**src/rtl/stepax_pkg.sv**
```systemverilog
// Shared types, register codes and reset values for the stepper axis pulse controller.
package stepax_pkg;

  localparam int unsigned IntervalWidth = 24;
  localparam int unsigned PulseWidthBits = 16;
  localparam int unsigned CountWidth = 32;
  localparam int unsigned CfgDataWidth = 32;
  localparam int unsigned CfgIndexWidth = 3;

  localparam logic [IntervalWidth-1:0] StepIntervalReset = 24'd1000;
  localparam logic [PulseWidthBits-1:0] PulseWidthReset = 16'd5;
  localparam logic [CountWidth-1:0] RunToLimitReset = 32'hFFFF_FFFF;
  localparam logic [CountWidth-1:0] TicksMax = 32'hFFFF_FFFF;

  localparam logic DirForward = 1'b1;
  localparam logic DirBackward = 1'b0;

  localparam logic CmdTick = 1'b0;
  localparam logic CmdMove = 1'b1;

  typedef enum logic [CfgIndexWidth-1:0] {
    CFG_STEP_INTERVAL = 3'd0,
    CFG_PULSE_WIDTH   = 3'd1,
    CFG_ROTARY_AXIS   = 3'd2,
    CFG_HAS_MIN_SW    = 3'd3,
    CFG_HAS_MAX_SW    = 3'd4,
    CFG_HOME_DIR      = 3'd5,
    CFG_END_DIR       = 3'd6,
    CFG_RUN_TO_LIMIT  = 3'd7
  } cfg_reg_t;

  typedef enum logic [2:0] {
    AXIS_IDLE      = 3'd0,
    AXIS_TO_END    = 3'd1,
    AXIS_TO_HOME   = 3'd2,
    AXIS_AT_HOME   = 3'd3,
    AXIS_AT_END    = 3'd4
  } axis_state_t;

  // Limit switch that guards travel in the given direction.
  function automatic logic limit_in(input logic dir, input logic min_hit, input logic max_hit);
    limit_in = (dir == DirForward) ? max_hit : min_hit;
  endfunction

endpackage

```
**src/rtl/stepper_axis_pulse_controller_core.sv**
```systemverilog
// Step/direction pulse generator for one axis: command decode, step timing and result register.
//
// One transaction on the command channel is either a one-microsecond tick or a move request,
// and each gives exactly one result transaction. The block takes one item per clock cycle:
// the step timing, limit checks and move acceptance are evaluated in a single pass between the
// axis state registers and the result register, so items flow back to back as long as the
// result side keeps up. A result is registered in the cycle after its item is accepted; while a result
// waits under a stall, the command side stalls in the same cycle. Configuration writes take
// effect on the next item and are meant to be made while the axis is idle.
module stepper_axis_pulse_controller_core
  import stepax_pkg::*;
(
  input  logic                     clk,
  input  logic                     rst,
  // configuration write port
  input  logic                     cfg_write,
  input  logic [CfgIndexWidth-1:0] cfg_index,
  input  logic [CfgDataWidth-1:0]  cfg_data,
  // command channel
  input  logic                     cmd_valid,
  output logic                     cmd_stall,
  input  logic                     command,
  input  logic                     direction,
  input  logic [CountWidth-1:0]    step_count,
  input  logic                     min_limit_hit,
  input  logic                     max_limit_hit,
  // result channel
  output logic                     res_valid,
  input  logic                     res_stall,
  output logic                     step_level,
  output logic                     dir_level,
  output logic [2:0]               axis_state,
  output logic                     move_accepted,
  output logic                     pulse_done,
  output logic [CountWidth-1:0]    steps_taken
);

  // configuration registers
  logic [IntervalWidth-1:0]  step_interval;
  logic [PulseWidthBits-1:0] pulse_width;
  logic                      rotary_axis;
  logic                      has_min_switch;
  logic                      has_max_switch;
  logic                      home_direction;
  logic                      end_direction;
  logic [CountWidth-1:0]     run_to_limit_count;

  // axis state
  logic                  step_high, step_high_next;
  logic [CountWidth-1:0] ticks, ticks_next;
  logic                  cur_dir, cur_dir_next;
  logic [CountWidth-1:0] target_steps, target_steps_next;
  logic [CountWidth-1:0] step_counter, step_counter_next;
  logic                  moving, moving_next;

  logic                  accepted;
  logic                  done;
  logic                  move_ok;
  logic [CountWidth-1:0] ticks_inc;
  logic [CountWidth-1:0] counter_inc;
  axis_state_t           axis_code;
  logic                  cmd_accept;

  assign cmd_stall  = res_valid && res_stall;
  assign cmd_accept = cmd_valid && !cmd_stall;

  always_ff @(posedge clk) begin
    if (rst) begin
      step_interval      <= StepIntervalReset;
      pulse_width        <= PulseWidthReset;
      rotary_axis        <= 1'b0;
      has_min_switch     <= 1'b1;
      has_max_switch     <= 1'b1;
      home_direction     <= DirBackward;
      end_direction      <= DirForward;
      run_to_limit_count <= RunToLimitReset;
    end else if (cfg_write) begin
      unique case (cfg_reg_t'(cfg_index))
        CFG_STEP_INTERVAL: step_interval      <= cfg_data[IntervalWidth-1:0];
        CFG_PULSE_WIDTH:   pulse_width        <= cfg_data[PulseWidthBits-1:0];
        CFG_ROTARY_AXIS:   rotary_axis        <= cfg_data[0];
        CFG_HAS_MIN_SW:    has_min_switch     <= cfg_data[0];
        CFG_HAS_MAX_SW:    has_max_switch     <= cfg_data[0];
        CFG_HOME_DIR:      home_direction     <= cfg_data[0];
        CFG_END_DIR:       end_direction      <= cfg_data[0];
        CFG_RUN_TO_LIMIT:  run_to_limit_count <= cfg_data[CountWidth-1:0];
      endcase
    end
  end

  // move refused on zero count, active switch ahead, or run-to-limit on a non-rotary axis toward a missing switch
  always_comb begin
    move_ok = 1'b1;
    if (step_count == '0) begin
      move_ok = 1'b0;
    end else if (limit_in(direction, min_limit_hit, max_limit_hit)) begin
      move_ok = 1'b0;
    end else if (!rotary_axis && (step_count == run_to_limit_count)) begin
      if (!has_min_switch && (direction == home_direction)) begin
        move_ok = 1'b0;
      end else if (!has_max_switch && (direction == end_direction)) begin
        move_ok = 1'b0;
      end
    end
  end

  assign ticks_inc   = (ticks == TicksMax) ? ticks : ticks + 1'b1;
  assign counter_inc = step_counter + 1'b1;

  always_comb begin
    step_high_next    = step_high;
    ticks_next        = ticks;
    cur_dir_next      = cur_dir;
    target_steps_next = target_steps;
    step_counter_next = step_counter;
    moving_next       = moving;
    accepted          = 1'b0;
    done              = 1'b0;
    if (command == CmdMove) begin
      if (move_ok) begin
        cur_dir_next      = direction;
        target_steps_next = step_count;
        step_counter_next = '0;
        moving_next       = 1'b1;
        accepted          = 1'b1;
      end
    end else begin
      ticks_next = ticks_inc;
      priority if (!moving || limit_in(cur_dir, min_limit_hit, max_limit_hit)) begin
        moving_next = 1'b0;
      end else if (!step_high) begin
        if (ticks_inc >= {{(CountWidth-IntervalWidth){1'b0}}, step_interval}) begin
          step_high_next = 1'b1;
          ticks_next     = '0;
        end
      end else if (ticks_inc >= {{(CountWidth-PulseWidthBits){1'b0}}, pulse_width}) begin
        step_high_next    = 1'b0;
        done              = 1'b1;
        step_counter_next = counter_inc;
        if (counter_inc >= target_steps) begin
          moving_next = 1'b0;
        end
      end
    end
  end

  always_comb begin
    priority if (moving_next) begin
      axis_code = (cur_dir_next == DirForward) ? AXIS_TO_END : AXIS_TO_HOME;
    end else if (min_limit_hit) begin
      axis_code = AXIS_AT_HOME;
    end else if (max_limit_hit) begin
      axis_code = AXIS_AT_END;
    end else begin
      axis_code = AXIS_IDLE;
    end
  end

  always_ff @(posedge clk) begin
    if (rst) begin
      step_high    <= 1'b0;
      ticks        <= '0;
      cur_dir      <= DirForward;
      target_steps <= '0;
      step_counter <= '0;
      moving       <= 1'b0;
    end else if (cmd_accept) begin
      step_high    <= step_high_next;
      ticks        <= ticks_next;
      cur_dir      <= cur_dir_next;
      target_steps <= target_steps_next;
      step_counter <= step_counter_next;
      moving       <= moving_next;
    end
  end

  always_ff @(posedge clk) begin
    if (rst) begin
      res_valid <= 1'b0;
    end else if (cmd_accept) begin
      res_valid <= 1'b1;
    end else if (!res_stall) begin
      res_valid <= 1'b0;
    end
  end

  // result payload, loaded with each accepted transaction
  always_ff @(posedge clk) begin
    if (cmd_accept) begin
      step_level    <= step_high_next;
      dir_level     <= cur_dir_next;
      axis_state    <= axis_code;
      move_accepted <= accepted;
      pulse_done    <= done;
      steps_taken   <= step_counter_next;
    end
  end

  a_state_holds_when_idle: assert property (@(posedge clk) disable iff (rst)
    !cmd_accept |=> $stable(step_high) && $stable(step_counter) && $stable(moving))
    else $error("axis state changed without an accepted transaction");

  a_moving_below_target: assert property (@(posedge clk) disable iff (rst)
    moving |-> step_counter < target_steps)
    else $error("axis still moving at or past its target");

  a_done_drops_step: assert property (@(posedge clk) disable iff (rst)
    res_valid && pulse_done |-> !step_level && !move_accepted)
    else $error("pulse_done without a falling step edge");

  a_accept_reports_motion: assert property (@(posedge clk) disable iff (rst)
    res_valid && move_accepted |->
      (axis_state == AXIS_TO_END) || (axis_state == AXIS_TO_HOME))
    else $error("accepted move not reported as moving");

endmodule
```
**config.mk**
```make
export PLATFORM = sky130hd
export DESIGN_NAME = stepper_axis_pulse_controller_core
export DESIGN_NICKNAME = d
export VERILOG_FILES = /design/src/rtl/stepax_pkg.sv /design/src/rtl/stepper_axis_pulse_controller_core.sv
export SDC_FILE = /design/constraint.sdc
export NUM_CORES = 1
export LEC_CHECK = 0
export BUFFER_PORTS_ARGS = -buffer_cell sky130_fd_sc_hd__buf_2
export CAP_MARGIN = 40
export CORE_MARGIN = 2
export CORE_UTILIZATION = 45
export CTS_CLUSTER_SIZE = 14
export DETAILED_ROUTE_END_ITERATION = 10
export PLACE_DENSITY_LB_ADDON = 0.25
export SYNTH_ARGS = -nofsm -noshare
export SYNTH_HDL_FRONTEND = slang
export SYNTH_SLANG_ARGS = --single-unit
```
**constraint.sdc**
```tcl
create_clock -name clk -period 7.9 [get_ports clk]
set_clock_uncertainty 0.2 [all_clocks]
set_input_delay 0.395 -clock clk [delete_from_list [all_inputs] [get_ports clk]]
set_output_delay 0.395 -clock clk [all_outputs]
set_load 0.03 [all_outputs]
```
==> summary.txt, run 1 <==
Run status
  – Outcome: completed

Die
  – Total core area: 0.0285 sq mm
  – Row count: 62
  – Chip height: 173 um
  – I/O pin count: 117
  – Die W: 173 um
  – Starting Density: 0.454
  – Die footprint: 0.0301 sq mm

Synthesis
  – Complex-gate fraction of the synthesized area: 0.129
  – Simple-gate area share of the yosys netlist: 0.263
  – Largest family of logic cells by synthesized area: simple AND/OR/NAND/NOR gates
  – Largest area contributor in the netlist: dfxtp_1
  – Syn Area/Cell: 8.13 sq um
  – Post-synth net total: 1739
  – Synth Area in Adders: 0.0717
  – Yosys reg bits: 216
  – Post-synth EDFFs: 39
  – Synth cell types: 73
  – Mux cell area share after synthesis: 0.0492
  – Count leader, synth: nand2_1
  – Commonest cells in the netlist: nand2_1, dfxtp_1, nor2_1
  – Sequential share of the synthesized area: 0.365
  – Cells after synthesis: 1589
  – Post-Syn Area: 0.0129 sq mm
  – Xor/xnor share of the synthesized area: 0.0597
  – Ys Warns: 0
  – Top cell type's share of synthesized area: 0.274
  – FFs w/ async S/R, synth: 0
  – Ys flop type: dfxtp_1
  – Synth top area cells: dfxtp_1, edfxtp_1, nand2_1, ha_1, mux2i_1

Power
  – NetSw: 716 uW
  – Clock power frac: 0.458
  – Sequential Power Share: 0.435
  – Leak pwr: 6.22 nW
  – Sw Ratio: 0.265
  – Power Density: 178 mW/mm^2
  – Internal Power: 1.99 mW
  – Worst vdd ir: 159 uV
  – Combinational power share: 0.107

Place
  – Area post-placement: 0.0137 sq mm
  – Port-buffer cells: 116
  – DP HPWL: 26100 um
  – RD Place Congestion: 0.908

Setup path
  – Slowest-stage cell, CP: nor4_1
  – CP max FO: 29
  – CP delay by family, top: simple AND/OR/NAND/NOR gates
  – CP cell instances: ha_1 > nand4_1 > nor4_1 > and3_1 > nor4_1 > nand3_1 > xnor2_1 > ha_1 > a21o_1 > a21o_1 > a221o_1 > a211oi_1 > o2111a_1 > a31oi_2 > buf_4 > nand2_1 > inv_1 > a31o_2
  – Req. time, crit path: 7.99 ns
  – CP max stage delay: 0.55 ns
  – CP Capture Type: flop
  – Critical path class: reg2reg
  – Worst Path Arrival: 5.68 ns
  – CP bufs+invs: 2
  – Worst setup SP type: flop

GRT
  – GR Overflow Total: 0
  – Antenna violations before repair: 0
  – First-pass GRT wire length: 60400 um
  – Largest net degree at the start of global routing: 73
  – Total GRT Usage: 0.246
  – Number of global-route vias before repair: 11300

CTS
  – Root Driver: clkbuf_16
  – CTS buffer count: 26
  – Clk buf depth: 3
  – CTS tree: built
  – Clk sinks: 216
  – Post-CTS Repair Setup Buffers: 0
  – CTS HTree Levels: 1
  – Reg clk slew, reported paths: 0.06 ns
  – Insertion delay to the later sink of the worst-skew pair: 0.55 ns

Routing
  – DRC errors left: 0
  – Vias: 11900
  – Iter 0 DRT Violations: 883
  – Avg WL per Cell: 18.0 um
  – Routed Antenna Nets: 0
  – Vias/cell: 5.67
  – TritonRoute pass-1 iters: 5
  – Final wirelength: 37800 um

STA
  – TNS Setup: 0 ns
  – Fin crit period: 5.59 ns
  – Fin crit share: 0.707
  – Worst-Margin Slew: 0.815 ns
  – Achievable clock frequency: 179 MHz
  – Final Hold Vio Count: 0
  – RSZ-0062 raised after global routing: false
  – Rel. slew slack: 0.457
  – Max Slew Vio Count: 0
  – Endpoints failing setup: 0

Final layout
  – N_diodes: 0
  – Fillcell total: 2654
  – Fin nets: 1851
  – Layout cells sized above 1: 0.119
  – Area Growth Syn to Fin: 17.5%
  – Design area: 0.0152 sq mm

Worst hold path
  – HP Class: in2reg

Job
  – Max Cap Viol: 0
## registers in the layout (all words and copies together) (netlist names), 3 cells and up
name and flops:
target_steps 32, step_interval 24, pulse_width 16, run_to_limit_count 32
step_counter 32, steps_taken 32, ticks 32, axis_state 3
## worst paths after layout
path / startpoint / endpoint / slack, ns / cells past startpoint
worst max-delay path: ticks[0] / steps_taken[4] / 2.31 / 18
worst min-delay path: step_count[0] / target_steps[0] / 0.01 / 3
worst max register to register: ticks[0] / steps_taken[4] / 2.31 / 18
worst min register to register: pulse_width[7] / pulse_width[7] / 0.25 / 2
## through the flow
step / std cells / total power [mW] / setup slack (ns) / hold slack (ns) / util
floorplan: 1589 / 1.36 / 3.57 / 0.236 / -
global placement: 1995 / 1.46 / 2.49 / 0.244 / 0.479
detailed placement: 1997 / 1.46 / 2.36 / 0.247 / 0.481
CTS: 2104 / 2.72 / 2.34 / 0.000481 / 0.533
global route: 2105 / 2.79 / 1.89 / 0.0234 / 0.533
finish: 2105 / 2.70 / 2.31 / 0.0115 / 0.533
## kinds of logic after synthesis
kind of cell / count (synthesis)
xor+xnor: 88
simple gates: 692
buf+inv: 202
fa+ha+maj: 74
compound gates: 254
mux: 63
flops: 216
## cell type report
cell class | instances | area [sq um] | share of cell area
Multi-Input combinational cell | 1171 | 7410 | 0.488
Clock buffer | 33 | 697 | 0.0459
Timing Repair Buffer | 193 | 1340 | 0.0882
Inverter | 93 | 349 | 0.0230
Tap cell | 384 | 480 | 0.0317
Clock inverter | 15 | 184 | 0.0121
Sequential cell | 216 | 4710 | 0.311
## timing repair
action                     CTS  global route
gates resized for setup      0             0
hold buffers                59             1
hold endpoints to repair    99             1
setup endpoints to repair    0             0
## routing by layer
layer	GRT usage	up-vias	share of wire
met5	0	-	0
met4	0.115	0	0.050
met3	0.0285	104	0.053
met2	0.396	397	0.45
met1	0.331	5604	0.45
li1	-	5829	-
## cells in the final DEF, fill, tap and decap left out, types with 10 or more instances in the layout
cell type / n
nand3_1: 104
or3_1: 11
dfxtp_1: 177
ha_1: 74
and3_1: 27
mux2i_1: 59
nand4_1: 43
a31oi_1: 24
xor2_1: 53
o211ai_1: 22
buf_4: 16
nor2_1: 103
buf_2: 115
inv_1: 91
nor4_1: 38
nor3_1: 18
o31ai_1: 13
dlygate4sd3_1: 60
o21ai_0: 50
clkbuf_16: 26
xnor2_1: 35
or4_1: 18
and2_1: 10
nand2_1: 274
a21oi_1: 67
a21o_1: 24
edfxtp_1: 39
## power groups by stage
stage               Clock, mW  Sequential [mW]  Combinational, mW
floorplan                   0             1.21              0.150
global placement            0             1.20              0.256
detailed placement          0             1.20              0.261
CTS                      1.26             1.18              0.285
global route             1.30             1.18              0.314
finish                   1.24             1.18              0.289
## worst min-delay path, stage by stage
cell and delay, ns:
buf_2 0.15, mux2i_1 0.09, nor2_1 0.07
(Power assumes the default switching activity.)
==> run 2, diff against run 1 <==
- clock period: 7.9 -> 5.5 ns (I/O delays scaled with it)
==> summary.txt, run 2 (synthesis gave the netlist of run 1 again) <==
CTS
  – Insertion delay to the later sink of the worst-skew pair: 0.54 ns
  – CTS HTree Levels: 1
  – Clk sinks: 216
  – Reg clk slew, reported paths: 0.06 ns
  – Clk buf depth: 3
  – CTS buffer count: 26
  – Root Driver: clkbuf_16
  – CTS tree: built

Setup path
  – CP Capture Type: flop
  – Worst setup SP type: flop
  – Critical path class: reg2reg
  – Worst Path Arrival: 5.20 ns
  – Req. time, crit path: 5.58 ns
  – CP max FO: 9

Die
  – Die footprint: 0.0301 sq mm
  – Chip height: 173 um
  – Row count: 62
  – Die W: 173 um
  – Total core area: 0.0285 sq mm
  – I/O pin count: 117
  – Starting Density: 0.454

Power
  – Pwr Total: 3.71 mW
  – Power Density: 243 mW/mm^2
  – Worst vdd ir: 255 uV
  – Leak pwr: 6.28 nW

Routing
  – Vias/cell: 5.65
  – TritonRoute pass-1 iters: 6
  – Vias: 12000
  – Avg WL per Cell: 17.8 um
  – Iter 0 DRT Violations: 954
  – DRC errors left: 0
  – Routed Antenna Nets: 0
  – Final wirelength: 37900 um

STA
  – Endpoints failing setup: 0
  – TNS Setup: 0 ns
  – Rel. slew slack: 0.445
  – Fin crit share: 0.931
  – Worst-Margin Slew: 0.832 ns
  – Fin crit period: 5.12 ns
  – Max Slew Vio Count: 0
  – Final Hold Vio Count: 0
  – RSZ-0062 raised after global routing: false
  – Achievable clock frequency: 195 MHz

Place
  – RD Place Congestion: 0.906
  – Port-buffer cells: 116
  – Area post-placement: 0.0137 sq mm
  – DP HPWL: 26700 um

Final layout
  – Design area: 0.0153 sq mm
  – Layout cells sized above 1: 0.120
  – Fillcell total: 2654
  – Area Growth Syn to Fin: 18.2%
  – Commonest non-fill, non-tap cell in the layout: nand2_1
  – N_diodes: 0
  – Commonest cells after routing, fill and taps aside: nand2_1, dfxtp_1, buf_2
  – Fin nets: 1871

GRT
  – GR Overflow Total: 0
  – Total GRT Usage: 0.246
  – Largest net degree at the start of global routing: 74
  – Number of global-route vias before repair: 11200
  – Antenna violations before repair: 0
  – First-pass GRT wire length: 59900 um

Worst hold path
  – HP Class: in2reg

Run status
  – Outcome: completed

Job
  – Max Cap Viol: 0
[run 2: power breakdown]
group / total, mW / switching, mW / leakage, nW / internal, mW
combinational: 0.421 / 0.266 / 4.07 / 0.155
clock: 1.60 / 0.680 / 0.387 / 0.922
sequential: 1.69 / 0.0341 / 1.82 / 1.66
[run 2: through the flow]
| step | hold WS (ns) | instances | setup WS (ns) | utilization |
|---|---|---|---|---|
| floorplan | 0.199 | 1589 | 1.17 | - |
| detailed placement | 0.246 | 2004 | 0.376 | 0.482 |
| global route | 0.107 | 2123 | 0.0378 | 0.536 |
| global placement | 0.245 | 2003 | 0.491 | 0.482 |
| finish | 0.115 | 2123 | 0.382 | 0.536 |
| CTS | 0.0956 | 2123 | 0.323 | 0.536 |
[run 2: final timing paths]
path,start,to,slack (ns),cells after the start
min reg2reg,pulse_width[15],pulse_width[15],0.25,2
min,rst,ticks[1],0.11,2
max reg2reg,ticks[0],steps_taken[4],0.38,17
max,ticks[0],steps_taken[4],0.38,17
[run 2: cell type report]
cell class                 instances  area [sq um]  area share
timing repair buffer             213          1510      0.0992
clock buffer                      37           732      0.0480
multi-input combinational       1171          7410       0.486
sequential                       216          4710       0.309
tap                              384           480      0.0315
inverter                          93           349      0.0229
clock inverter                     9          56.3     0.00369
[run 2: repair_timing]
action,4_1_cts,5_1_grt
resized for setup,0,2
endpoints found under the setup margin,0,47
hold buffers,73,0
endpoints found under the hold margin,113,0
buffers inserted,0,0
[run 2: per-layer routing]
layer	vias up	wire, um	track usage
met5	-	0	0
met3	73	1970	0.0322
met1	5672	17000	0.325
met4	0	1290	0.0922
li1	5880	-	-
met2	372	17700	0.411
[run 2: critical path, cell delays in order, from the launching register on]
cell	delay (ns)
dfxtp_1	0.35
ha_1	0.25
nand4_1	0.26
nor4_2	0.14
and3_1	0.23
nor4_1	0.47
nand3_1	0.24
xnor2_1	0.27
ha_1	0.29
a21o_1	0.18
a21o_1	0.18
a221o_1	0.32
a211oi_1	0.18
o2111a_1	0.35
a31oi_2	0.14
nand2_1	0.40
inv_1	0.16
a31o_2	0.26
==> run 3, diff against run 2 <==
- CORE_MARGIN: 2 -> 4
==> summary.txt, run 3 (synthesis gave the netlist of run 1 again) <==
Setup path
  – CP Capture Type: flop
  – CP Capture Point: step_counter[23]
  – RR Endpoint: step_counter[23]
  – Req. time, crit path: 5.75 ns
  – Worst setup SP type: flop
  – Worst Path Arrival: 5.42 ns
  – Worst setup startpoint: ticks[0]
  – Critical path class: reg2reg
  – CP max FO: 9
  – R2r worst-path depth: 17
  – R2r setup slk: 0.33 ns
  – R2R Path Start: ticks[0]

Die
  – Row count: 61
  – Starting Density: 0.461
  – Total core area: 0.0280 sq mm
  – Chip height: 177 um
  – Die W: 177 um
  – Die footprint: 0.0315 sq mm
  – I/O pin count: 117

Place
  – Post-place setup slack: 0.390 ns
  – DP HPWL: 27300 um
  – RD Place Congestion: 0.944
  – Port-buffer cells: 116

Routing
  – TritonRoute pass-1 iters: 5
  – DRC errors left: 0
  – Iter 0 DRT Violations: 1001
  – Final wirelength: 39100 um
  – Avg WL per Cell: 18.4 um
  – Routed Antenna Nets: 0
  – Vias: 12100
  – Vias/cell: 5.70

Worst hold path
  – HP Class: in2reg
  – Hold_sp: command

STA
  – RSZ-0062 raised after global routing: false
  – Worst-Margin Slew: 0.853 ns
  – Max Slew Vio Count: 0
  – Final Hold Vio Count: 0
  – Achievable clock frequency: 193 MHz
  – Fin crit share: 0.940
  – Worst setup margin: 0.329 ns
  – Endpoints failing setup: 0
  – Fin crit period: 5.17 ns
  – TNS Setup: 0 ns
  – Rel. slew slack: 0.431

Final layout
  – Fin nets: 1873
  – Layout cells sized above 1: 0.122
  – Area Growth Syn to Fin: 19.3%
  – Commonest cells after routing, fill and taps aside: nand2_1, dfxtp_1, buf_2
  – Multi-input combinational cell area: 0.00741 sq mm
  – Seq. cell area: 0.00471 sq mm
  – Commonest non-fill, non-tap cell in the layout: nand2_1
  – Fillcell total: 2562

CTS
  – CTS HTree Levels: 1
  – Clk buf depth: 3
  – Root Driver: clkbuf_16
  – Clk sinks: 216
  – CTS tree: built
  – CTS buffer count: 26
  – Reg clk slew, reported paths: 0.06 ns
  – Post-CTS Repair Setup Buffers: 0
  – Insertion delay to the later sink of the worst-skew pair: 0.56 ns

Power
  – Internal Power: 2.89 mW
  – Power Density: 254 mW/mm^2
  – Sw Ratio: 0.261
  – Worst vdd ir: 263 uV
  – Combinational power share: 0.109
  – Sequential Power Share: 0.433
  – NetSw: 1.02 mW
  – Clock power frac: 0.458
  – Pwr Total: 3.91 mW
  – Leak pwr: 6.34 nW

GRT
  – GR Overflow Total: 0
  – Number of global-route vias before repair: 11500
  – First-pass GRT wire length: 62200 um
  – Largest net degree at the start of global routing: 69
  – Total GRT Usage: 0.243
  – Antenna violations before repair: 1

Run status
  – Outcome: completed

Job
  – Max Cap Viol: 0
[run 3: cell count changes in the layout (fill, tap and decap cells not counted), sizes merged]
cell and delta:
buf +1, bufinv +3, clkbuf -3, clkinv +1
diode +1, dlygate4sd3 +1
[run 3: worst min path at each step]
| stage | endpoint | slack (ns) | cells after the start |
|---|---|---|---|
| floorplan | run_to_limit_count[10] | 0.20 | 2 |
| global placement | pulse_width[5] | 0.24 | 2 |
| detailed placement | pulse_width[14] | 0.25 | 2 |
| CTS | ticks[5] | 0.13 | 4 |
| global route | ticks[16] | 0.17 | 4 |
| finish | ticks[5] | 0.15 | 4 |
[run 3: area by class of cell]
cell class                 instances  share of cell area
antenna                            1            0.000162
clock buffer                      34              0.0474
clock inverter                    13              0.0106
inverter                          93              0.0227
multi-input combinational       1171               0.481
sequential                       216               0.306
tap                              378              0.0307
timing repair buffer             215               0.101
[run 3: power by group through the flow]
stage / Combinational (mW) / Sequential (mW) / Clock (mW)
final: 0.428 / 1.69 / 1.79
after detailed placement: 0.379 / 1.73 / 0
after global placement: 0.371 / 1.72 / 0
after global routing: 0.465 / 1.70 / 1.87
after floorplan: 0.215 / 1.74 / 0
after CTS: 0.422 / 1.69 / 1.81
[run 3: metrics by stage]
stage / std cells / utilization / cell area [sq um] / hold WS [ns]
after floorplan: 1589 / - / 12900 / 0.199
after global placement: 1996 / 0.489 / 13700 / 0.244
after detailed placement: 1999 / 0.491 / 13800 / 0.247
after CTS: 2120 / 0.549 / 15400 / 0.130
after global routing: 2121 / 0.550 / 15400 / 0.170
final: 2121 / 0.550 / 15400 / 0.146
[run 3: what timing repair did]
| item | 4_1_cts | 5_1_grt |
|---|---|---|
| gates resized for setup | 0 | 1 |
| endpoints found under the setup margin | 0 | 11 |
| hold buffers | 74 | 0 |
| hold endpoints to repair | 118 | 0 |
[run 3: metal layers]
layer	track usage	up-vias	wire (um)
li1	-	5886	-
met1	0.332	5719	17400
met2	0.404	412	18100
met3	0.0311	72	2410
met4	0.0719	0	1180
met5	0	-	0
[run 3: critical path, cell delays in order (launching register included)]
cell and delay [ns]:
dfxtp_1 0.35, ha_1 0.25, nand4_1 0.25, nor4_2 0.13, and3_1 0.23, nor4_1 0.53, nand3_1 0.26, xnor2_1 0.29
ha_1 0.29, a21o_1 0.17, a21o_1 0.17, a221o_1 0.33, a211oi_1 0.19, o2111a_1 0.36, a31o_1 0.42, buf_4 0.24
o31ai_1 0.10, a311oi_1 0.28
